## src/rtl/assert_macros.svh

```systemverilog
// Assertion macros for the RTL; escal_ctrl.sv includes them.
`ifndef ASSERT_MACROS_SVH
`define ASSERT_MACROS_SVH

`ifndef NO_ASSERTIONS

// Same-cycle implication, checked at every rising clock edge outside reset.
`define ASSERT_IMPLIES(lbl, clk, rst_n, ante, cons) \
  lbl: assert property (@(posedge clk) disable iff (!rst_n) (ante) |-> (cons)) \
    else $error("assertion failed");

// Next-cycle implication.
`define ASSERT_NEXT(lbl, clk, rst_n, ante, cons) \
  lbl: assert property (@(posedge clk) disable iff (!rst_n) (ante) |=> (cons)) \
    else $error("assertion failed");

`else

`define ASSERT_IMPLIES(lbl, clk, rst_n, ante, cons)
`define ASSERT_NEXT(lbl, clk, rst_n, ante, cons)

`endif

`endif

```

## src/rtl/escal_pkg.sv

```systemverilog
package escal_pkg;

  localparam int TIME_W = 32;
  localparam int ZONE_W = 17;
  localparam int DAYS_W = 16;
  localparam int YEAR_W = 12;

  localparam logic [TIME_W-1:0] NTP_TO_UNIX  = 32'd2208988800;
  localparam logic [TIME_W-1:0] SEC_PER_DAY  = 32'd86400;
  localparam logic [TIME_W-1:0] SEC_PER_HOUR = 32'd3600;
  localparam logic [TIME_W-1:0] SEC_PER_MIN  = 32'd60;

  localparam logic [ZONE_W-1:0] ZONE_RESET = 17'd7200;

  localparam logic [YEAR_W-1:0] FIRST_YEAR      = 12'd1970;
  localparam logic [YEAR_W-1:0] LAST_QUAD_YEAR  = 12'd2096;
  localparam logic [YEAR_W-1:0] NONLEAP_CENTURY = 12'd2100;
  localparam logic [DAYS_W-1:0] DAYS_PER_QUAD   = 16'd1461;
  localparam logic [DAYS_W-1:0] DAYS_LEAP_YEAR  = 16'd366;
  localparam logic [DAYS_W-1:0] DAYS_COMMON_YR  = 16'd365;
  localparam logic [3:0]        LAST_MONTH      = 4'd11;

  // reciprocal division: q = ((x >> PRE) * RCP) >> SHIFT, exact over the operand range
  // 86400 = 2^7 * 675, dividend below 2^32
  localparam int          DAY_PRE_SHIFT  = 7;
  localparam int          DAY_RCP_SHIFT  = 35;
  localparam logic [25:0] DAY_RCP        = 26'd50903317;
  // 3600 = 2^4 * 225, dividend below 86400
  localparam int          HOUR_PRE_SHIFT = 4;
  localparam int          HOUR_RCP_SHIFT = 21;
  localparam logic [13:0] HOUR_RCP       = 14'd9321;
  // 60 = 2^2 * 15, dividend below 3600
  localparam int          MIN_PRE_SHIFT  = 2;
  localparam int          MIN_RCP_SHIFT  = 14;
  localparam logic [10:0] MIN_RCP        = 11'd1093;
  // 7, dividend below 2^16
  localparam int          WEEK_RCP_SHIFT = 19;
  localparam logic [16:0] WEEK_RCP       = 17'd74899;

  localparam logic CFG_NTP_INPUT   = 1'b0;
  localparam logic CFG_ZONE_OFFSET = 1'b1;

  typedef enum logic [2:0] {
    DV_DAYS = 3'd0,
    DV_SOD  = 3'd1,
    DV_HOUR = 3'd2,
    DV_HREM = 3'd3,
    DV_MIN  = 3'd4,
    DV_SEC  = 3'd5
  } div_phase_t;

  typedef struct packed {
    logic              load;
    logic              div_step;
    div_phase_t        phase;
    logic              yr_step;
    logic              mo_step;
    logic              push;
  } ctrl_cmd_t;

  typedef struct packed {
    logic year_done;
    logic month_done;
  } dp_status_t;

  // valid for years 1970..2106
  function automatic logic is_leap(input logic [YEAR_W-1:0] y);
    return (y[1:0] == 2'b00) && (y != NONLEAP_CENTURY);
  endfunction

  function automatic logic [DAYS_W-1:0] month_len(input logic [3:0] m, input logic leap);
    logic [DAYS_W-1:0] len;
    unique case (m)
      4'd1:                      len = leap ? 16'd29 : 16'd28;
      4'd3, 4'd5, 4'd8, 4'd10:   len = 16'd30;
      default:                   len = 16'd31;
    endcase
    return len;
  endfunction

endpackage

```

## src/rtl/epoch_seconds_to_calendar.sv

```systemverilog
// Steps from input transaction to result: six conversion phases of reciprocal
//   multiplications, a year search that steps one year (four years at once when possible),
//   a month search that steps one month, and an output step.
// A new transaction is taken only once the previous one is through; the next input is taken while a result waits.
// A stalled result holds the controller before the output cycle.
// Reset (rst_n low, synchronous): controller idle, no result valid, ntp_input 0, offset 7200.
module epoch_seconds_to_calendar
  import escal_pkg::*;
(
  input  logic               clk,
  input  logic               rst_n,
  input  logic               cfg_wr_en,
  input  logic               cfg_index,
  input  logic [ZONE_W-1:0]  cfg_wdata,
  input  logic               in_valid,
  output logic               in_stall,
  input  logic [TIME_W-1:0]  in_time_seconds,
  output logic               out_valid,
  input  logic               out_stall,
  output logic [4:0]         out_hour,
  output logic [5:0]         out_minute,
  output logic [5:0]         out_second,
  output logic [DAYS_W-1:0]  out_days_since_epoch,
  output logic [2:0]         out_weekday,
  output logic [YEAR_W-1:0]  out_year,
  output logic [3:0]         out_month,
  output logic [4:0]         out_day_of_month,
  output logic               out_leap_year
);

  ctrl_cmd_t  cmd;
  dp_status_t status;

  escal_ctrl u_ctrl (
    .clk       (clk),
    .rst_n     (rst_n),
    .in_valid  (in_valid),
    .in_stall  (in_stall),
    .out_valid (out_valid),
    .out_stall (out_stall),
    .status    (status),
    .cmd       (cmd)
  );

  escal_dp u_dp (
    .clk                  (clk),
    .rst_n                (rst_n),
    .cfg_wr_en            (cfg_wr_en),
    .cfg_index            (cfg_index),
    .cfg_wdata            (cfg_wdata),
    .in_time_seconds      (in_time_seconds),
    .cmd                  (cmd),
    .status               (status),
    .out_hour             (out_hour),
    .out_minute           (out_minute),
    .out_second           (out_second),
    .out_days_since_epoch (out_days_since_epoch),
    .out_weekday          (out_weekday),
    .out_year             (out_year),
    .out_month            (out_month),
    .out_day_of_month     (out_day_of_month),
    .out_leap_year        (out_leap_year)
  );

endmodule

```

## src/rtl/escal_dp.sv

```systemverilog
module escal_dp
  import escal_pkg::*;
(
  input  logic                     clk,
  input  logic                     rst_n,
  input  logic                     cfg_wr_en,
  input  logic                     cfg_index,
  input  logic [ZONE_W-1:0]        cfg_wdata,
  input  logic [TIME_W-1:0]        in_time_seconds,
  input  ctrl_cmd_t                cmd,
  output dp_status_t               status,
  output logic [4:0]               out_hour,
  output logic [5:0]               out_minute,
  output logic [5:0]               out_second,
  output logic [DAYS_W-1:0]        out_days_since_epoch,
  output logic [2:0]               out_weekday,
  output logic [YEAR_W-1:0]        out_year,
  output logic [3:0]               out_month,
  output logic [4:0]               out_day_of_month,
  output logic                     out_leap_year
);

  logic              ntp_r;
  logic [ZONE_W-1:0] zone_r;

  logic [TIME_W-1:0] rem_r;
  logic [2:0]        wkq_r;
  logic [DAYS_W-1:0] days_r;
  logic [4:0]        hour_r;
  logic [5:0]        minute_r;
  logic [5:0]        second_r;
  logic [2:0]        weekday_r;
  logic [DAYS_W-1:0] yrem_r;
  logic [YEAR_W-1:0] year_r;
  logic [3:0]        month_r;

  logic [4:0]        o_hour_r;
  logic [5:0]        o_minute_r;
  logic [5:0]        o_second_r;
  logic [DAYS_W-1:0] o_days_r;
  logic [2:0]        o_weekday_r;
  logic [YEAR_W-1:0] o_year_r;
  logic [3:0]        o_month_r;
  logic [4:0]        o_dom_r;
  logic              o_leap_r;

  logic [TIME_W-1:0] base_time;
  logic [TIME_W-1:0] local_time;
  logic [24:0]       day_x;
  logic [50:0]       day_prod;
  logic [DAYS_W-1:0] day_quo;
  logic [TIME_W-1:0] day_secs;
  logic [32:0]       week_prod;
  logic [2:0]        week_quo;
  logic [12:0]       hour_x;
  logic [26:0]       hour_prod;
  logic [4:0]        hour_quo;
  logic [TIME_W-1:0] hour_secs;
  logic [9:0]        min_x;
  logic [20:0]       min_prod;
  logic [5:0]        min_quo;
  logic [TIME_W-1:0] min_secs;
  logic [TIME_W-1:0] sec_full;
  logic              leap;
  logic [DAYS_W-1:0] year_len;
  logic              quad_ok;
  logic [DAYS_W-1:0] mlen;

  // NTP to Unix and zone offset, both mod 2^32
  assign base_time  = ntp_r ? (in_time_seconds - NTP_TO_UNIX) : in_time_seconds;
  assign local_time = base_time + {{(TIME_W-ZONE_W){zone_r[ZONE_W-1]}}, zone_r};

  assign day_x     = rem_r[TIME_W-1:DAY_PRE_SHIFT];
  assign day_prod  = 51'(day_x) * 51'(DAY_RCP);
  assign day_quo   = day_prod[DAY_RCP_SHIFT +: DAYS_W];
  assign day_secs  = TIME_W'(days_r) * SEC_PER_DAY;

  // low three quotient bits are enough: days - 7q = days + q mod 8
  assign week_prod = 33'(days_r) * 33'(WEEK_RCP);
  assign week_quo  = week_prod[WEEK_RCP_SHIFT +: 3];

  assign hour_x    = rem_r[16:HOUR_PRE_SHIFT];
  assign hour_prod = 27'(hour_x) * 27'(HOUR_RCP);
  assign hour_quo  = hour_prod[HOUR_RCP_SHIFT +: 5];
  assign hour_secs = TIME_W'(hour_r) * SEC_PER_HOUR;

  assign min_x     = rem_r[11:MIN_PRE_SHIFT];
  assign min_prod  = 21'(min_x) * 21'(MIN_RCP);
  assign min_quo   = min_prod[MIN_RCP_SHIFT +: 6];
  assign min_secs  = TIME_W'(minute_r) * SEC_PER_MIN;
  assign sec_full  = rem_r - min_secs;

  assign leap     = is_leap(year_r);
  assign year_len = leap ? DAYS_LEAP_YEAR : DAYS_COMMON_YR;
  // four consecutive years clear of the non-leap century hold exactly one leap day
  assign quad_ok  = (year_r <= LAST_QUAD_YEAR) && (yrem_r >= DAYS_PER_QUAD);
  assign mlen     = month_len(month_r, leap);

  assign status.year_done  = !quad_ok && (yrem_r < year_len);
  assign status.month_done = (month_r == LAST_MONTH) || (yrem_r < mlen);

  always_ff @(posedge clk) begin
    if (!rst_n) begin
      ntp_r  <= 1'b0;
      zone_r <= ZONE_RESET;
    end else if (cfg_wr_en) begin
      unique case (cfg_index)
        CFG_NTP_INPUT:   ntp_r  <= cfg_wdata[0];
        CFG_ZONE_OFFSET: zone_r <= cfg_wdata;
        default:         ;
      endcase
    end
  end

  always_ff @(posedge clk) begin
    if (cmd.load) begin
      rem_r <= local_time;
    end else if (cmd.div_step) begin
      unique case (cmd.phase)
        DV_DAYS: days_r <= day_quo;
        DV_SOD: begin
          rem_r   <= rem_r - day_secs;
          wkq_r   <= week_quo;
          yrem_r  <= days_r;
          year_r  <= FIRST_YEAR;
          month_r <= '0;
        end
        DV_HOUR: begin
          hour_r    <= hour_quo;
          weekday_r <= days_r[2:0] + wkq_r;
        end
        DV_HREM: rem_r    <= rem_r - hour_secs;
        DV_MIN:  minute_r <= min_quo;
        DV_SEC:  second_r <= sec_full[5:0];
        default: ;
      endcase
    end

    if (cmd.yr_step && !status.year_done) begin
      if (quad_ok) begin
        yrem_r <= yrem_r - DAYS_PER_QUAD;
        year_r <= year_r + 12'd4;
      end else begin
        yrem_r <= yrem_r - year_len;
        year_r <= year_r + 12'd1;
      end
    end else if (cmd.mo_step && !status.month_done) begin
      yrem_r  <= yrem_r - mlen;
      month_r <= month_r + 4'd1;
    end

    if (cmd.push) begin
      o_hour_r    <= hour_r;
      o_minute_r  <= minute_r;
      o_second_r  <= second_r;
      o_days_r    <= days_r;
      o_weekday_r <= weekday_r;
      o_year_r    <= year_r;
      o_month_r   <= month_r + 4'd1;
      o_dom_r     <= yrem_r[4:0] + 5'd1;
      o_leap_r    <= leap;
    end
  end

  assign out_hour             = o_hour_r;
  assign out_minute           = o_minute_r;
  assign out_second           = o_second_r;
  assign out_days_since_epoch = o_days_r;
  assign out_weekday          = o_weekday_r;
  assign out_year             = o_year_r;
  assign out_month            = o_month_r;
  assign out_day_of_month     = o_dom_r;
  assign out_leap_year        = o_leap_r;

endmodule

```

## src/rtl/escal_ctrl.sv

```systemverilog
`include "assert_macros.svh"

module escal_ctrl
  import escal_pkg::*;
(
  input  logic       clk,
  input  logic       rst_n,
  input  logic       in_valid,
  output logic       in_stall,
  output logic       out_valid,
  input  logic       out_stall,
  input  dp_status_t status,
  output ctrl_cmd_t  cmd
);

  typedef enum logic [4:0] {
    ST_IDLE  = 5'b0_0001,
    ST_DIV   = 5'b0_0010,
    ST_YEAR  = 5'b0_0100,
    ST_MONTH = 5'b0_1000,
    ST_PUSH  = 5'b1_0000
  } state_t;

  state_t     state_r, state_nxt;
  div_phase_t phase_r, phase_nxt;
  logic       out_valid_r, out_valid_nxt;
  logic       out_free;

  assign out_free = !out_valid_r || !out_stall;
  assign in_stall = state_r != ST_IDLE;

  always_comb begin
    state_nxt = state_r;
    phase_nxt = phase_r;
    cmd       = '0;
    cmd.phase = phase_r;
    unique case (state_r)
      ST_IDLE: begin
        if (in_valid) begin
          cmd.load  = 1'b1;
          state_nxt = ST_DIV;
          phase_nxt = DV_DAYS;
        end
      end
      ST_DIV: begin
        cmd.div_step = 1'b1;
        unique case (phase_r)
          DV_DAYS: phase_nxt = DV_SOD;
          DV_SOD:  phase_nxt = DV_HOUR;
          DV_HOUR: phase_nxt = DV_HREM;
          DV_HREM: phase_nxt = DV_MIN;
          DV_MIN:  phase_nxt = DV_SEC;
          DV_SEC: begin
            phase_nxt = DV_DAYS;
            state_nxt = ST_YEAR;
          end
          default: phase_nxt = DV_DAYS;
        endcase
      end
      ST_YEAR: begin
        cmd.yr_step = 1'b1;
        if (status.year_done) begin
          state_nxt = ST_MONTH;
        end
      end
      ST_MONTH: begin
        cmd.mo_step = 1'b1;
        if (status.month_done) begin
          state_nxt = ST_PUSH;
        end
      end
      ST_PUSH: begin
        if (out_free) begin
          cmd.push  = 1'b1;
          state_nxt = ST_IDLE;
        end
      end
      default: begin
        state_nxt = ST_IDLE;
      end
    endcase
  end

  assign out_valid_nxt = cmd.push ? 1'b1 : (out_valid_r && out_stall);

  always_ff @(posedge clk) begin
    if (!rst_n) begin
      state_r     <= ST_IDLE;
      phase_r     <= DV_DAYS;
      out_valid_r <= 1'b0;
    end else begin
      state_r     <= state_nxt;
      phase_r     <= phase_nxt;
      out_valid_r <= out_valid_nxt;
    end
  end

  assign out_valid = out_valid_r;

  `ASSERT_IMPLIES(a_push_needs_room, clk, rst_n, cmd.push, !out_valid_r || !out_stall)
  `ASSERT_NEXT(a_accept_starts_div, clk, rst_n, in_valid && !in_stall, state_r == ST_DIV)
  `ASSERT_NEXT(a_push_sets_valid, clk, rst_n, cmd.push, out_valid_r)

endmodule

```

## config.mk

```make
export PLATFORM = sky130hd
export DESIGN_NAME = epoch_seconds_to_calendar
export DESIGN_NICKNAME = d
export VERILOG_FILES = /design/src/rtl/escal_pkg.sv /design/src/rtl/epoch_seconds_to_calendar.sv /design/src/rtl/escal_dp.sv /design/src/rtl/escal_ctrl.sv
export VERILOG_INCLUDE_DIRS = /design/src /design/src/rtl
export SDC_FILE = /design/constraint.sdc
export NUM_CORES = 2
export LEC_CHECK = 0
export ABC_AREA = 1
export BUFFER_PORTS_ARGS = -buffer_cell sky130_fd_sc_hd__buf_2
export CORE_UTILIZATION = 35
export CTS_BUF_LIST = sky130_fd_sc_hd__clkbuf_8
export DETAILED_ROUTE_END_ITERATION = 12
export REMOVE_ABC_BUFFERS = 1
export SETUP_SLACK_MARGIN = 0.1
export SYNTH_ARGS = -nofsm -noshare
export SYNTH_HDL_FRONTEND = slang
export SYNTH_SLANG_ARGS = --single-unit
```

## constraint.sdc

```tcl
create_clock -name clk -period 17.1 [get_ports clk]
set_clock_uncertainty 0.15 [all_clocks]
set_input_delay 3.42 -clock clk [delete_from_list [all_inputs] [get_ports clk]]
set_output_delay 3.42 -clock clk [all_outputs]
set_load 0.005 [all_outputs]
```

==> summary.md <==
| Metric | Value |
|---|---|
| Die W | 312 microns |
| Per-cell routed wire length | 17.1 microns |
| Leading area contributor after synthesis | ha_1 |
| Clk sinks | about 190 |
| Worst setup SP type | register |
| Most used cell, CP | nand3_1 |
| ANT nets after route | 0 |
| Mapped Cells | 4195 |
| Clock tree buffer depth | 2 |
| Main synth FF type | edfxtp_1 |
| Async set or reset register ratio after synthesis | 0% |
| Total GRT Usage | 19.6% |
| Initial antenna violation count | 1 |
| Area delta synth->final | 7.84% |
| H-tree levels | 4 |
| Period Utilization, post-route | 38.8% |
| # rows | 113 |
| Slowest stage delay, CP | 800 ps |
| Worst Hold End | u_dp.out_second[4] |
| Synthesis warning total | 0 |
| DRT Pass-1 Iters | 6 |
| Routed WL | 95.6 mm |
| Max_slew headroom | approximately 31% |
| CTS Buf Count | 17 |
| RSZ-0062 raised after global routing | no |
| Vias in the first global route | 26800 |
| Leading cell type in the layout, fill and taps excluded | inv_1 |
| R2r worst-path depth | 29 |
| RR Startpoint | u_dp.days_r[3] |
| Post-synthesis sequential area ratio | 15.8% |
| Die area | between 0.09 and 0.1 sq mm |
| Tightest Pin Transition | approximately 1000 ps |
| Count of cell types in the netlist | 56 |
| Top post-synthesis cells by area | ha_1, fa_1, edfxtp_1 |
| # IOs | 115 |
| WHS Path Cells | 0 |
| Post_cts resized | 0 |
| Reg2reg setup slack | 10470 ps |
| Fmax | between 150 and 200 MHz |
| Post-CTS setup buffers | 0 |
| Die H | 312 microns |
| Final min period | roughly 6600 ps |
| Critical path capture point type | register |
| Most frequent cells in the layout | inv_1, nand2_1, ha_1, nor2_1, fa_1 |
| Setup TNS | 0 ps |
| Final hold viol count | 0 |
| Critical path arrival | 6810 ps |
| DP HPWL | 80.0 mm |
| Slowest library cell on the worst path | edfxtp_1 |
| Crit-path max FO | 9 |
| Final Slew Violations | 0 |
| Post-synth top area share | 25.3% |
| Share of layout cells above drive strength 1 | 5.39% |
| Hold buffer count at CTS | 0 |
| Hold slack | 266 ps |
| Pin count of the biggest net entering global routing | 59 |
| Final nets | 5359 |
| First-pass GRT wire length | 150 mm |
| Post-synth EDFFs | 157 |
| Root cell of the clock tree | clkbuf_8 |
| Final setup vio count | 0 |
| Critical path type | register to register |
| Max-cap violations | 0 |
| Core Footprint | about 0.095 sq mm |
| Clk_lat worst skew | slightly below 600 ps |
| Register clock-pin slew on the reported worst setup and hold paths | between 100 and 150 ps |
| Mean post-synth cell area | ~8.0 sq um |
| Starting density of the core | 35.4% |
| Routed vias/inst | 4.93 |
| Placer Congestion | 0.954 |
| Vias | 27600 |
| Remaining DRCs | 0 |
| #FFs+latches synth | between 150 and 200 |
| Req. time, crit path | between 15000 and 20000 ps |
| Min-delay src | u_dp.second_r[4] |
| R2R Path End | u_dp.rem_r[31] |
| Worst hold-check path type | register to register |
| CTS tree | yes |
| IO Port Bufs | between 100 and 150 |
| Total global routing overflow | 0 |
| Iter 0 DRT Violations | 1934 |
| Status | completed |
| Area of the mapped netlist | around 0.034 sq mm |
==> stage by stage <==
stage               worst slack (ps)  area, sq um  utilization, %  std cells
detailed placement             10370        35900            37.7       5571
global route                   10070        36400            38.2       5604
finish                         10470        36400            38.2       5604
CTS                            10460        36400            38.2       5603
floorplan                      10270        33500               -       4157
global placement               10420        35900            37.7       5571
==> kinds of logic (layout without fill, tap and decap cells) <==
group | count (synthesis) | count (layout) | share of synthesized area (%)
and+or+nand+nor | 1415 | 1415 | 17.7
adders and majority gates | 979 | 979 | 43.0
buffers and inverters | 911 | 1054 | 10.5
AOI/OAI and AO/OA | 538 | 538 | 8.84
DFF | 188 | 188 | 15.8
xor gates and xnor gates | 164 | 164 | 4.26
other | 0 | 1 | 0
==> worst max-delay path by stage <==
stage,from,end,slack [ps],cells past startpoint
2_1_floorplan,out_stall,u_dp.out_day_of_month[0],10270,1
3_3_place_gp,in_time_seconds[7],u_dp.rem_r[30],10420,24
3_5_place_dp,in_time_seconds[7],u_dp.rem_r[26],10370,24
4_1_cts,u_dp.rem_r[24],u_dp.days_r[7],10460,23
5_1_grt,u_dp.days_r[3],u_dp.rem_r[31],10070,29
6_report,u_dp.days_r[3],u_dp.rem_r[31],10470,29
==> flip-flops by register name (all words and copies together), names as in the netlist, 4 cells and up <==
register and flops:
u_dp.out_month 4, u_ctrl.state_r 5, u_dp.days_r 16, u_dp.second_r 6
u_dp.month_r 4, u_dp.yrem_r 16, u_dp.out_day_of_month 5, u_dp.out_hour 5
u_dp.out_days_since_epoch 16, u_dp.out_year 12, u_dp.zone_r 17, u_dp.out_second 6
u_dp.minute_r 6, u_dp.out_minute 6, u_dp.hour_r 5, u_dp.year_r 12
u_dp.rem_r 32
==> worst max-delay path, delay by kind of cell (launching register included) <==
kind / cells / cell delay (ps)
AOI/OAI and AO/OA: 4 / 780
xor gates and xnor gates: 1 / 350
adders and majority gates: 7 / 2720
buffers and inverters: 5 / 340
DFF: 1 / 800
and+or+nand+nor: 12 / 1240
==> synthesized netlist by cell type, drive strengths merged, types with 24 or more instances <==
| master | n |
|---|---|
| nand2 | 758 |
| nor2 | 315 |
| o21bai | 24 |
| nor3 | 49 |
| buf | 26 |
| a21oi | 247 |
| o21ai | 175 |
| nand3 | 217 |
| inv | 869 |
| ha | 681 |
| edfxtp | 157 |
| xor2 | 123 |
| xnor2 | 41 |
| dfxtp | 31 |
| fa | 298 |
| nand4 | 38 |
==> cell type report <==
cell class              count  area [sq um]
repair buffers            149           833
clock buffers              17           234
well taps                1265          1580
diodes                      1          2.50
fillers                  9916         58900
clock inverters            15           194
inverters                 873          3290
flip-flops and latches    188          5340
multi-input cells        3096         24900
==> routing by layer <==
| layer | track usage (%) | part of all wire, % |
|---|---|---|
| met4 | 3.94 | 1.6 |
| met2 | 32.6 | 46 |
| met1 | 27.6 | 47 |
| met5 | 0 | 0 |
| met3 | 2.10 | 4.6 |
Power is not shown: default switching activity piles up to over one toggle a cycle in this logic, so the estimate is an artifact.
